**src/rtl/core/ecd_pkg.sv**
```systemverilog
// Shared types, register codes and the weight-table builder for the
// EMA crossover detector. No dependencies.
package ecd_pkg;

    // Register indexes (byte address = 4 * index)
    localparam logic REG_SLOW_DECAY = 1'b0;
    localparam logic REG_FAST_DECAY = 1'b1;

    localparam logic [7:0] SLOW_DECAY_RST = 8'd1;
    localparam logic [7:0] FAST_DECAY_RST = 8'd10;

    // exp(-1) in Q0.32
    localparam logic [63:0] EXP_NEG1_Q32 = 64'd1580030169;

    // One-hot stage strobes from the controller to the datapath
    typedef struct packed {
        logic load;   // capture item, compute dt
        logic idx;    // decay * dt, differences
        logic wt;     // weight table read
        logic mul;    // weight multiply
        logic upd;    // average update, compare, result
    } t_dp_cmd;

    // Weight 1 - exp(-k) in Q1.w, evaluated at elaboration only.
    function automatic logic [32:0] weight_entry(input int unsigned k,
                                                 input int unsigned w);
        logic [63:0] e;
        logic [63:0] r;
        int unsigned i;
        e = 64'd1 << 32;
        for (i = 0; i < k; i++) begin
            e = (e * EXP_NEG1_Q32 + (64'd1 << 31)) >> 32;
        end
        r = (e + (64'd1 << (31 - w))) >> (32 - w);
        return 33'((64'd1 << w) - r);
    endfunction

endpackage

```
**src/rtl/core/ecd_ctrl.sv**
```systemverilog
// Sequencer for the EMA crossover detector: one item at a time through
// index, table, multiply and update stages. Uses ecd_pkg.
module ecd_ctrl (
    input  logic            i_clk,
    input  logic            i_rst_n,
    input  logic            i_in_valid,
    output logic            o_in_ready,
    output logic            o_out_valid,
    input  logic            i_out_ready,
    output ecd_pkg::t_dp_cmd o_cmd
);

    localparam logic [2:0] S_IDLE = 3'd0;
    localparam logic [2:0] S_IDX  = 3'd1;
    localparam logic [2:0] S_WT   = 3'd2;
    localparam logic [2:0] S_MUL  = 3'd3;
    localparam logic [2:0] S_UPD  = 3'd4;

    logic [2:0] r_state;
    logic [2:0] n_state;
    logic       r_out_valid;
    logic       n_out_valid;

    always_comb begin
        n_state = r_state;
        o_cmd   = '0;
        case (r_state)
            S_IDLE: begin
                if (i_in_valid) begin
                    o_cmd.load = 1'b1;
                    n_state    = S_IDX;
                end
            end
            S_IDX: begin
                o_cmd.idx = 1'b1;
                n_state   = S_WT;
            end
            S_WT: begin
                o_cmd.wt = 1'b1;
                n_state  = S_MUL;
            end
            S_MUL: begin
                o_cmd.mul = 1'b1;
                n_state   = S_UPD;
            end
            S_UPD: begin
                // hold until the result slot is free
                if (!r_out_valid || i_out_ready) begin
                    o_cmd.upd = 1'b1;
                    n_state   = S_IDLE;
                end
            end
            default: n_state = S_IDLE;
        endcase
    end

    always_comb begin
        n_out_valid = r_out_valid;
        if (o_cmd.upd) begin
            n_out_valid = 1'b1;
        end else if (i_out_ready) begin
            n_out_valid = 1'b0;
        end
    end

    always_ff @(posedge i_clk) begin
        if (!i_rst_n) begin
            r_state     <= S_IDLE;
            r_out_valid <= 1'b0;
        end else begin
            r_state     <= n_state;
            r_out_valid <= n_out_valid;
        end
    end

    assign o_in_ready  = (r_state == S_IDLE);
    assign o_out_valid = r_out_valid;

endmodule

```
**src/rtl/core/ecd_dp.sv**
```systemverilog
// Datapath of the EMA crossover detector: dt, table index, weight lookup,
// weight multiply and average update. Uses ecd_pkg for commands and the table.
module ecd_dp #(
    parameter int TABLE_DEPTH      = 64,
    parameter int WEIGHT_FRAC_BITS = 16
) (
    input  logic             i_clk,
    input  logic             i_rst_n,
    input  ecd_pkg::t_dp_cmd i_cmd,
    input  logic [7:0]       i_slow_decay,
    input  logic [7:0]       i_fast_decay,
    input  logic [31:0]      i_sample_time,
    input  logic [31:0]      i_sample_value,
    output logic [31:0]      o_slow_average,
    output logic [31:0]      o_fast_average,
    output logic             o_cross_event,
    output logic             o_golden_cross
);

    localparam int W  = WEIGHT_FRAC_BITS;
    localparam int IW = (TABLE_DEPTH > 1) ? $clog2(TABLE_DEPTH) : 1;
    localparam int PW = W + 35;

    // constant weight table
    logic [W:0] w_table [TABLE_DEPTH];
    for (genvar k = 0; k < TABLE_DEPTH; k++) begin : g_tbl
        assign w_table[k] = (W+1)'(ecd_pkg::weight_entry(k, W));
    end

    logic [31:0]          r_x;
    logic [31:0]          r_dt;
    logic [31:0]          r_prev;
    logic [31:0]          r_slow;
    logic [31:0]          r_fast;
    logic                 r_seeded;
    logic                 r_last;
    logic                 r_cross;
    logic                 r_sat_s, r_sat_f;
    logic [IW-1:0]        r_idx_s, r_idx_f;
    logic signed [32:0]   r_diff_s, r_diff_f;
    logic [W:0]           r_w_s, r_w_f;
    logic signed [PW-1:0] r_p_s, r_p_f;

    logic [39:0]          idx_s, idx_f;
    logic signed [PW-1:0] q_s, q_f;
    logic [31:0]          n_slow, n_fast;
    logic                 golden;

    assign idx_s = {32'd0, i_slow_decay} * {8'd0, r_dt};
    assign idx_f = {32'd0, i_fast_decay} * {8'd0, r_dt};

    // round to nearest, ties up: floor((p + half) / 2^W)
    assign q_s = (r_p_s + (PW'(1) <<< (W - 1))) >>> W;
    assign q_f = (r_p_f + (PW'(1) <<< (W - 1))) >>> W;

    assign n_slow = r_seeded ? r_slow + q_s[31:0] : r_x;
    assign n_fast = r_seeded ? r_fast + q_f[31:0] : r_x;
    assign golden = $signed(n_slow) < $signed(n_fast);

    always_ff @(posedge i_clk) begin
        if (i_cmd.load) begin
            r_x  <= i_sample_value;
            r_dt <= (i_sample_time > r_prev) ? i_sample_time - r_prev : 32'd0;
        end
        if (i_cmd.idx) begin
            r_sat_s  <= idx_s >= 40'(TABLE_DEPTH);
            r_sat_f  <= idx_f >= 40'(TABLE_DEPTH);
            r_idx_s  <= idx_s[IW-1:0];
            r_idx_f  <= idx_f[IW-1:0];
            r_diff_s <= $signed({r_x[31], r_x}) - $signed({r_slow[31], r_slow});
            r_diff_f <= $signed({r_x[31], r_x}) - $signed({r_fast[31], r_fast});
        end
        if (i_cmd.wt) begin
            r_w_s <= r_sat_s ? {1'b1, {W{1'b0}}} : w_table[r_idx_s];
            r_w_f <= r_sat_f ? {1'b1, {W{1'b0}}} : w_table[r_idx_f];
        end
        if (i_cmd.mul) begin
            r_p_s <= PW'(r_diff_s) * PW'($signed({1'b0, r_w_s}));
            r_p_f <= PW'(r_diff_f) * PW'($signed({1'b0, r_w_f}));
        end
        if (i_cmd.upd) begin
            r_cross <= !r_seeded || (golden != r_last);
        end
    end

    // stored state with reset values
    always_ff @(posedge i_clk) begin
        if (!i_rst_n) begin
            r_prev   <= 32'd0;
            r_slow   <= 32'd0;
            r_fast   <= 32'd0;
            r_seeded <= 1'b0;
            r_last   <= 1'b0;
        end else begin
            if (i_cmd.load) begin
                r_prev <= i_sample_time;
            end
            if (i_cmd.upd) begin
                r_slow   <= n_slow;
                r_fast   <= n_fast;
                r_seeded <= 1'b1;
                r_last   <= golden;
            end
        end
    end

    assign o_slow_average = r_slow;
    assign o_fast_average = r_fast;
    assign o_cross_event  = r_cross;
    assign o_golden_cross = r_last;

endmodule

```
**src/rtl/core/ema_crossover_detector.sv**
```systemverilog
// The result is registered after the update stage and then raises m_axis_tvalid.
// The one-item sequencer takes a new item only after the previous one has finished its
// index multiply, weight table read, weight multiply and average update.
// A result waiting on m_axis_tready holds the update stage only.
// Reset (synchronous, i_rst_n low): averages, previous time and seed flag
// cleared, slow_decay = 1, fast_decay = 10.
module ema_crossover_detector #(
    parameter int TABLE_DEPTH      = 64,
    parameter int WEIGHT_FRAC_BITS = 16
) (
    input  logic        i_clk,
    input  logic        i_rst_n,
    input  logic        s_axis_tvalid,
    output logic        s_axis_tready,
    input  logic [63:0] s_axis_tdata,   // [31:0] sample_time, [63:32] sample_value
    output logic        m_axis_tvalid,
    input  logic        m_axis_tready,
    output logic [63:0] m_axis_tdata,   // [31:0] slow_average, [63:32] fast_average
    output logic [1:0]  m_axis_tuser,   // [0] cross_event, [1] golden_cross
    input  logic        psel,
    input  logic        penable,
    input  logic        pwrite,
    input  logic [2:0]  paddr,
    input  logic [31:0] pwdata,
    output logic [31:0] prdata,
    output logic        pready
);

    logic [7:0]       r_slow_decay;
    logic [7:0]       r_fast_decay;
    ecd_pkg::t_dp_cmd cmd;

    always_ff @(posedge i_clk) begin
        if (!i_rst_n) begin
            r_slow_decay <= ecd_pkg::SLOW_DECAY_RST;
            r_fast_decay <= ecd_pkg::FAST_DECAY_RST;
        end else if (psel && penable && pwrite) begin
            if (paddr[2] == ecd_pkg::REG_SLOW_DECAY) begin
                r_slow_decay <= pwdata[7:0];
            end else begin
                r_fast_decay <= pwdata[7:0];
            end
        end
    end

    assign pready = 1'b1;
    assign prdata = (paddr[2] == ecd_pkg::REG_SLOW_DECAY) ? {24'd0, r_slow_decay}
                                                          : {24'd0, r_fast_decay};

    ecd_ctrl u_ctrl (
        .i_clk       (i_clk),
        .i_rst_n     (i_rst_n),
        .i_in_valid  (s_axis_tvalid),
        .o_in_ready  (s_axis_tready),
        .o_out_valid (m_axis_tvalid),
        .i_out_ready (m_axis_tready),
        .o_cmd       (cmd)
    );

    ecd_dp #(
        .TABLE_DEPTH      (TABLE_DEPTH),
        .WEIGHT_FRAC_BITS (WEIGHT_FRAC_BITS)
    ) u_dp (
        .i_clk          (i_clk),
        .i_rst_n        (i_rst_n),
        .i_cmd          (cmd),
        .i_slow_decay   (r_slow_decay),
        .i_fast_decay   (r_fast_decay),
        .i_sample_time  (s_axis_tdata[31:0]),
        .i_sample_value (s_axis_tdata[63:32]),
        .o_slow_average (m_axis_tdata[31:0]),
        .o_fast_average (m_axis_tdata[63:32]),
        .o_cross_event  (m_axis_tuser[0]),
        .o_golden_cross (m_axis_tuser[1])
    );

endmodule

```
**config.mk**
```make
export PLATFORM = sky130hd
export DESIGN_NAME = ema_crossover_detector
export DESIGN_NICKNAME = d
export VERILOG_FILES = /design/src/rtl/core/ecd_pkg.sv /design/src/rtl/core/ecd_ctrl.sv /design/src/rtl/core/ecd_dp.sv /design/src/rtl/core/ema_crossover_detector.sv
export SDC_FILE = /design/constraint.sdc
export NUM_CORES = 2
export LEC_CHECK = 0
export BUFFER_PORTS_ARGS = -buffer_cell sky130_fd_sc_hd__buf_2
export CORE_ASPECT_RATIO = 0.9
export CORE_MARGIN = 2
export CORE_UTILIZATION = 63
export CTS_CLUSTER_SIZE = 20
export DETAILED_ROUTE_END_ITERATION = 12
export GPL_ROUTABILITY_DRIVEN = 1
export GPL_TIMING_DRIVEN = 0
export PLACE_DENSITY = 0.85
export SLEW_MARGIN = 20
export SYNTH_ARGS = -nofsm -noshare
export SYNTH_HDL_FRONTEND = slang
export SYNTH_HIERARCHICAL = 1
export SYNTH_SLANG_ARGS = --single-unit
```
**constraint.sdc**
```tcl
create_clock -name i_clk -period 7.65 [get_ports i_clk]
set_input_delay 1.53 -clock i_clk [delete_from_list [all_inputs] [get_ports i_clk]]
set_output_delay 1.53 -clock i_clk [all_outputs]
set_load 0.01 [all_outputs]
```
==> flow_results.xml <==
<?xml version="1.0" encoding="UTF-8"?>
<metrics>
  <group name="timing">
    <metric name="clock.fmax" unit="MHz">133</metric>
    <metric name="relative_max_transition_margin" unit="%">15.0</metric>
    <metric name="drv_slew" unit="">0</metric>
    <metric name="finalCriticalPeriod" unit="ns">7.53</metric>
    <metric name="tightestPinTransition" unit="ns">1.27</metric>
    <metric name="setup_repair_after_global_routing_missed_its_margin" unit="">true</metric>
    <metric name="finalClockSkew" unit="ns">0.0215</metric>
    <metric name="final-hold-violation-count" unit="">0</metric>
    <metric name="setup_viol_count_final" unit="">0</metric>
    <metric name="fin_crit_sh" unit="%">98.4</metric>
  </group>
  <group name="clock_network">
    <metric name="cts.path.max_buffers" unit="">3</metric>
    <metric name="worst_skew_pair.late_latency" unit="ns">0.62</metric>
    <metric name="post_cts_hold_buffer_count" unit="">0</metric>
    <metric name="clock_transition_at_the_register_clock_pins_on_the_worst_setup_and_hold_paths_after_cts" unit="ns">0.07</metric>
    <metric name="clock-root-buffer" unit="">clkbuf_16</metric>
    <metric name="h_tree_lvl_count" unit="">2</metric>
    <metric name="cts_tree" unit="">done</metric>
    <metric name="total_clock_buffers_created_by_cts" unit="">43</metric>
    <metric name="clkSinkCount" unit="">359</metric>
  </group>
  <group name="synthesis">
    <metric name="largest_family_of_logic_cells_by_synthesized_area" unit="">adder cells</metric>
    <metric name="synth_top_flop_cell" unit="">edfxtp_1</metric>
    <metric name="post_synth_num_cell_types" unit="">95</metric>
    <metric name="synth-adder-area-share" unit="%">47.5</metric>
    <metric name="ys_warn_count" unit="">6</metric>
    <metric name="netlist.top_cell.by_area" unit="">fa_1</metric>
    <metric name="synth.area.top_cells" unit="">fa_1 (38%), edfxtp_1 (9.9%), ha_1 (9.3%)</metric>
    <metric name="yosys.area_share.xor_xnor" unit="%">3.74</metric>
    <metric name="synth_compound_gate_area_share" unit="%">8.03</metric>
    <metric name="synth-seq-cells" unit="">359</metric>
    <metric name="synthesis.area_per_instance" unit="um^2">9.14</metric>
    <metric name="yosysSeqAreaShare" unit="%">13.2</metric>
    <metric name="synth_top_area_share" unit="%">38.2</metric>
    <metric name="postSynth.asyncResetShare" unit="%">0</metric>
    <metric name="netlist_area" unit="um^2">72900</metric>
    <metric name="postSynthCellCount" unit="">7975</metric>
    <metric name="synthSimpleGateAreaFrac" unit="%">16.3</metric>
    <metric name="synth-edff-count" unit="">241</metric>
    <metric name="synth.area.mux_share" unit="%">1.13</metric>
  </group>
  <group name="min_path">
    <metric name="timing.hold.worst.class" unit="">flip-flop to flip-flop</metric>
  </group>
  <group name="final_layout">
    <metric name="post_route_cells_drive_above_1_share" unit="%">5.57</metric>
    <metric name="postLayoutCellArea" unit="um^2">77600</metric>
    <metric name="multi_input_area" unit="um^2">56000</metric>
    <metric name="final.fill_count" unit="">8972</metric>
    <metric name="nNetsFinal" unit="">10300</metric>
    <metric name="fin_cells" unit="">9780</metric>
    <metric name="syn2layout_area_growth" unit="%">6.40</metric>
    <metric name="final-seq-area" unit="um^2">9600</metric>
  </group>
  <group name="grt">
    <metric name="grt_pass1_vias" unit="">60200</metric>
    <metric name="track_usage" unit="%">36.9</metric>
    <metric name="grt_overflow_total" unit="">0</metric>
    <metric name="grt_pass1_wl" unit="um">335000</metric>
    <metric name="antenna_found_initial" unit="">13</metric>
    <metric name="pin_count_of_the_biggest_net_entering_global_routing" unit="">67</metric>
  </group>
  <group name="die">
    <metric name="initial_core_util" unit="%">63.5</metric>
    <metric name="area_inside_the_core_boundary" unit="um^2">115000</metric>
    <metric name="die_y" unit="um">327</metric>
    <metric name="design.die.area" unit="um^2">118000</metric>
    <metric name="placementRows" unit="">118</metric>
    <metric name="boundaryPins" unit="">207</metric>
    <metric name="die_w" unit="um">363</metric>
  </group>
  <group name="detailed_routing">
    <metric name="via_per_inst" unit="">5.94</metric>
    <metric name="vias" unit="">58100</metric>
    <metric name="detail_route.wl_per_cell" unit="um">21.9</metric>
    <metric name="route.final.wire_length" unit="um">214000</metric>
    <metric name="drtPass1Iterations" unit="">6</metric>
    <metric name="drt_first_iter_violations" unit="">6301</metric>
    <metric name="drc" unit="">0</metric>
    <metric name="ant_nets" unit="">0</metric>
  </group>
  <group name="status">
    <metric name="run_status" unit="">complete, no violations</metric>
  </group>
  <group name="worst_setup_path">
    <metric name="timing.critical_path.cells" unit="">clkbuf_1, nand2_1, fa_1, inv_1, fa_1, inv_1, fa_1, inv_1, fa_1, fa_1, ha_1, o21ai_0, a22oi_1, o2111ai_1, a21oi_2, o21ai_2, buf_4, o211ai_1, a211oi_2, buf_4, buf_4, o21ai_0, a211oi_1, nor3_1</metric>
    <metric name="r2r-start" unit="">u_dp/r_w_s[1]</metric>
    <metric name="worst-path-stages" unit="">24</metric>
    <metric name="worst_setup_path_endpoint" unit="">u_dp/r_p_s[44]</metric>
    <metric name="crit_path_top_delay_cell" unit="">clkbuf_1</metric>
    <metric name="regToRegSetupSlack" unit="ns">0.12</metric>
    <metric name="timing.reg2reg.worst_path_depth" unit="">24</metric>
    <metric name="critPathMaxStageDelay" unit="ns">0.69</metric>
    <metric name="cpMostUsedCell" unit="">fa_1</metric>
    <metric name="crit_path_max_fanout" unit="">10</metric>
    <metric name="critPathLaunchType" unit="">flip-flop</metric>
    <metric name="critPathLaunch" unit="">u_dp/r_w_s[1]</metric>
    <metric name="worstPathBufferInverterCount" unit="">7</metric>
    <metric name="critPathTopFamily" unit="">adder cells</metric>
    <metric name="crit_end_element" unit="">flip-flop</metric>
    <metric name="cp.arrival" unit="ns">7.90</metric>
    <metric name="critical_path_class" unit="">flip-flop to flip-flop</metric>
    <metric name="cp.required" unit="ns">8.02</metric>
    <metric name="critical_path.reg2reg.endpoint" unit="">u_dp/r_p_s[44]</metric>
  </group>
  <group name="placed_design">
    <metric name="io_buffer_count" unit="">155</metric>
    <metric name="dp_hpwl" unit="um">179000</metric>
    <metric name="gpl.final_weighted_congestion" unit="">1.02</metric>
    <metric name="detailed_place.area" unit="um^2">75800</metric>
    <metric name="placed_cells_incl_taps" unit="">9666</metric>
  </group>
  <group name="flow_run">
    <metric name="max-cap-violations" unit="">0</metric>
  </group>
</metrics>
-- layer usage --
metal	global-route usage, %	routed length (um)	vias to the layer above
li1	-	-	25200
met1	49.4	81400	28800
met2	55.9	92700	3440
met3	12.0	29000	690
met4	15.1	10700	18
met5	0	130	-
-- kinds of logic (layout without fill, tap and decap cells) --
family / count (synthesis) / in the layout
buffers and inverters: 1943 / 2221
AND/OR/NAND/NOR: 2427 / 2427
multiplexers: 81 / 81
AO/OA/AOI/OAI: 920 / 920
flip-flops: 359 / 359
adder cells (fa/ha/maj): 1932 / 1932
other: 2 / 29
XOR/XNOR: 311 / 311
-- repair_timing --
item / 4_1_cts / 5_1_grt
resized for setup: 40 / 174
pin swaps: 2 / 2
hold endpoints to repair: 0 / 0
setup endpoints to repair: 15 / 17
buffers inserted: 11 / 24
-- state kept, by name, indices dropped and copies added (netlist names) --
name	flops
u_dp/o_fast_average	32
u_dp/r_sat_f	1
u_dp/r_p_s	33
u_dp/o_cross_event	1
u_dp/r_idx_s	6
u_dp/r_diff_f	33
u_dp/r_p_f	33
u_ctrl/o_out_valid	1
u_dp/r_sat_s	1
u_ctrl/r_state	3
r_slow_decay	8
u_dp/r_dt	32
u_dp/r_seeded	1
u_dp/o_slow_average	32
u_dp/r_prev	32
u_dp/r_diff_s	33
u_dp/r_w_f	15
u_dp/o_golden_cross	1
u_dp/r_w_s	15
u_dp/r_idx_f	6
u_dp/r_x	32
r_fast_decay	8
-- placed cells by master, fill, tap and decap left out, types with 124 or more instances in the layout --
cell and n:
ha_1 541, nor2_1 301, o21ai_0 163, buf_2 166
and2_1 688, nand2_1 1007, fa_1 1391, inv_1 1611
clkbuf_1 189, a21oi_1 282, a21o_1 124, xnor2_1 223
edfxtp_1 241
-- worst min path at each step --
stage	endpoint	start	cells past startpoint	slack [ns]
floorplan	u_dp/r_prev[10]	u_dp/r_prev[10]	2	0.46
global placement	u_dp/r_prev[22]	u_dp/r_prev[22]	2	0.47
detailed placement	u_dp/r_prev[26]	u_dp/r_prev[26]	2	0.48
CTS	u_dp/r_prev[26]	u_dp/r_prev[26]	2	0.50
global route	u_dp/r_prev[12]	u_dp/r_prev[12]	2	0.53
finish	u_dp/r_prev[2]	u_dp/r_prev[2]	2	0.50
-- worst reg2reg max path, stage by stage, from the launching register on --
cell and delay (ns):
edfxtp_1 0.52, clkbuf_1 0.69, nand2_1 0.17, fa_1 0.55
inv_1 0.06, fa_1 0.51, inv_1 0.06, fa_1 0.51
inv_1 0.06, fa_1 0.56, fa_1 0.43, ha_1 0.28
o21ai_0 0.07, a22oi_1 0.40, o2111ai_1 0.34, a21oi_2 0.36
o21ai_2 0.08, buf_4 0.17, o211ai_1 0.27, a211oi_2 0.12
buf_4 0.16, buf_4 0.15, o21ai_0 0.27, a211oi_1 0.13
nor3_1 0.37
-- area by class of cell --
cell class,instances,area share [%]
Multi-Input combinational cell,5696,72.2
Sequential cell,359,12.4
Inverter,1611,7.79
Tap cell,1500,2.42
Buffer,327,1.95
Timing Repair Buffer,203,1.49
Clock buffer,49,1.43
Clock inverter,31,0.318
Antenna cell,4,0.0129
-- per-stage QoR --
step / setup TNS [ns] / hold WS (ns) / util (%) / worst slack [ns]
floorplan: 0 / 0.460 / - / 0.743
global placement: -232.89 / 0.474 / 65.9 / -2.86
detailed placement: -5.64 / 0.485 / 66.0 / -1.10
CTS: 0 / 0.501 / 67.3 / 0.00227
global route: -0.0619 / 0.530 / 67.5 / -0.0535
finish: 0 / 0.497 / 67.6 / 0.121
-- synthesized netlist by cell type, types with 54 or more instances --
master,n
a211oi_1,54
xnor2_1,223
nand2b_1,54
o21ai_0,164
nand3_1,67
edfxtp_1,241
nor2b_1,86
mux2i_1,69
nor3_1,59
clkbuf_1,291
inv_1,1611
nand2_1,1007
nor2_1,301
a21oi_1,284
o21a_1,55
ha_1,541
xor2_1,88
fa_1,1391
and2_1,689
a21o_1,124
dfxtp_1,118
Power is left out: the tool's default activity adds up to more than one toggle a clock period on the data nets, which glitch-free logic cannot reach.
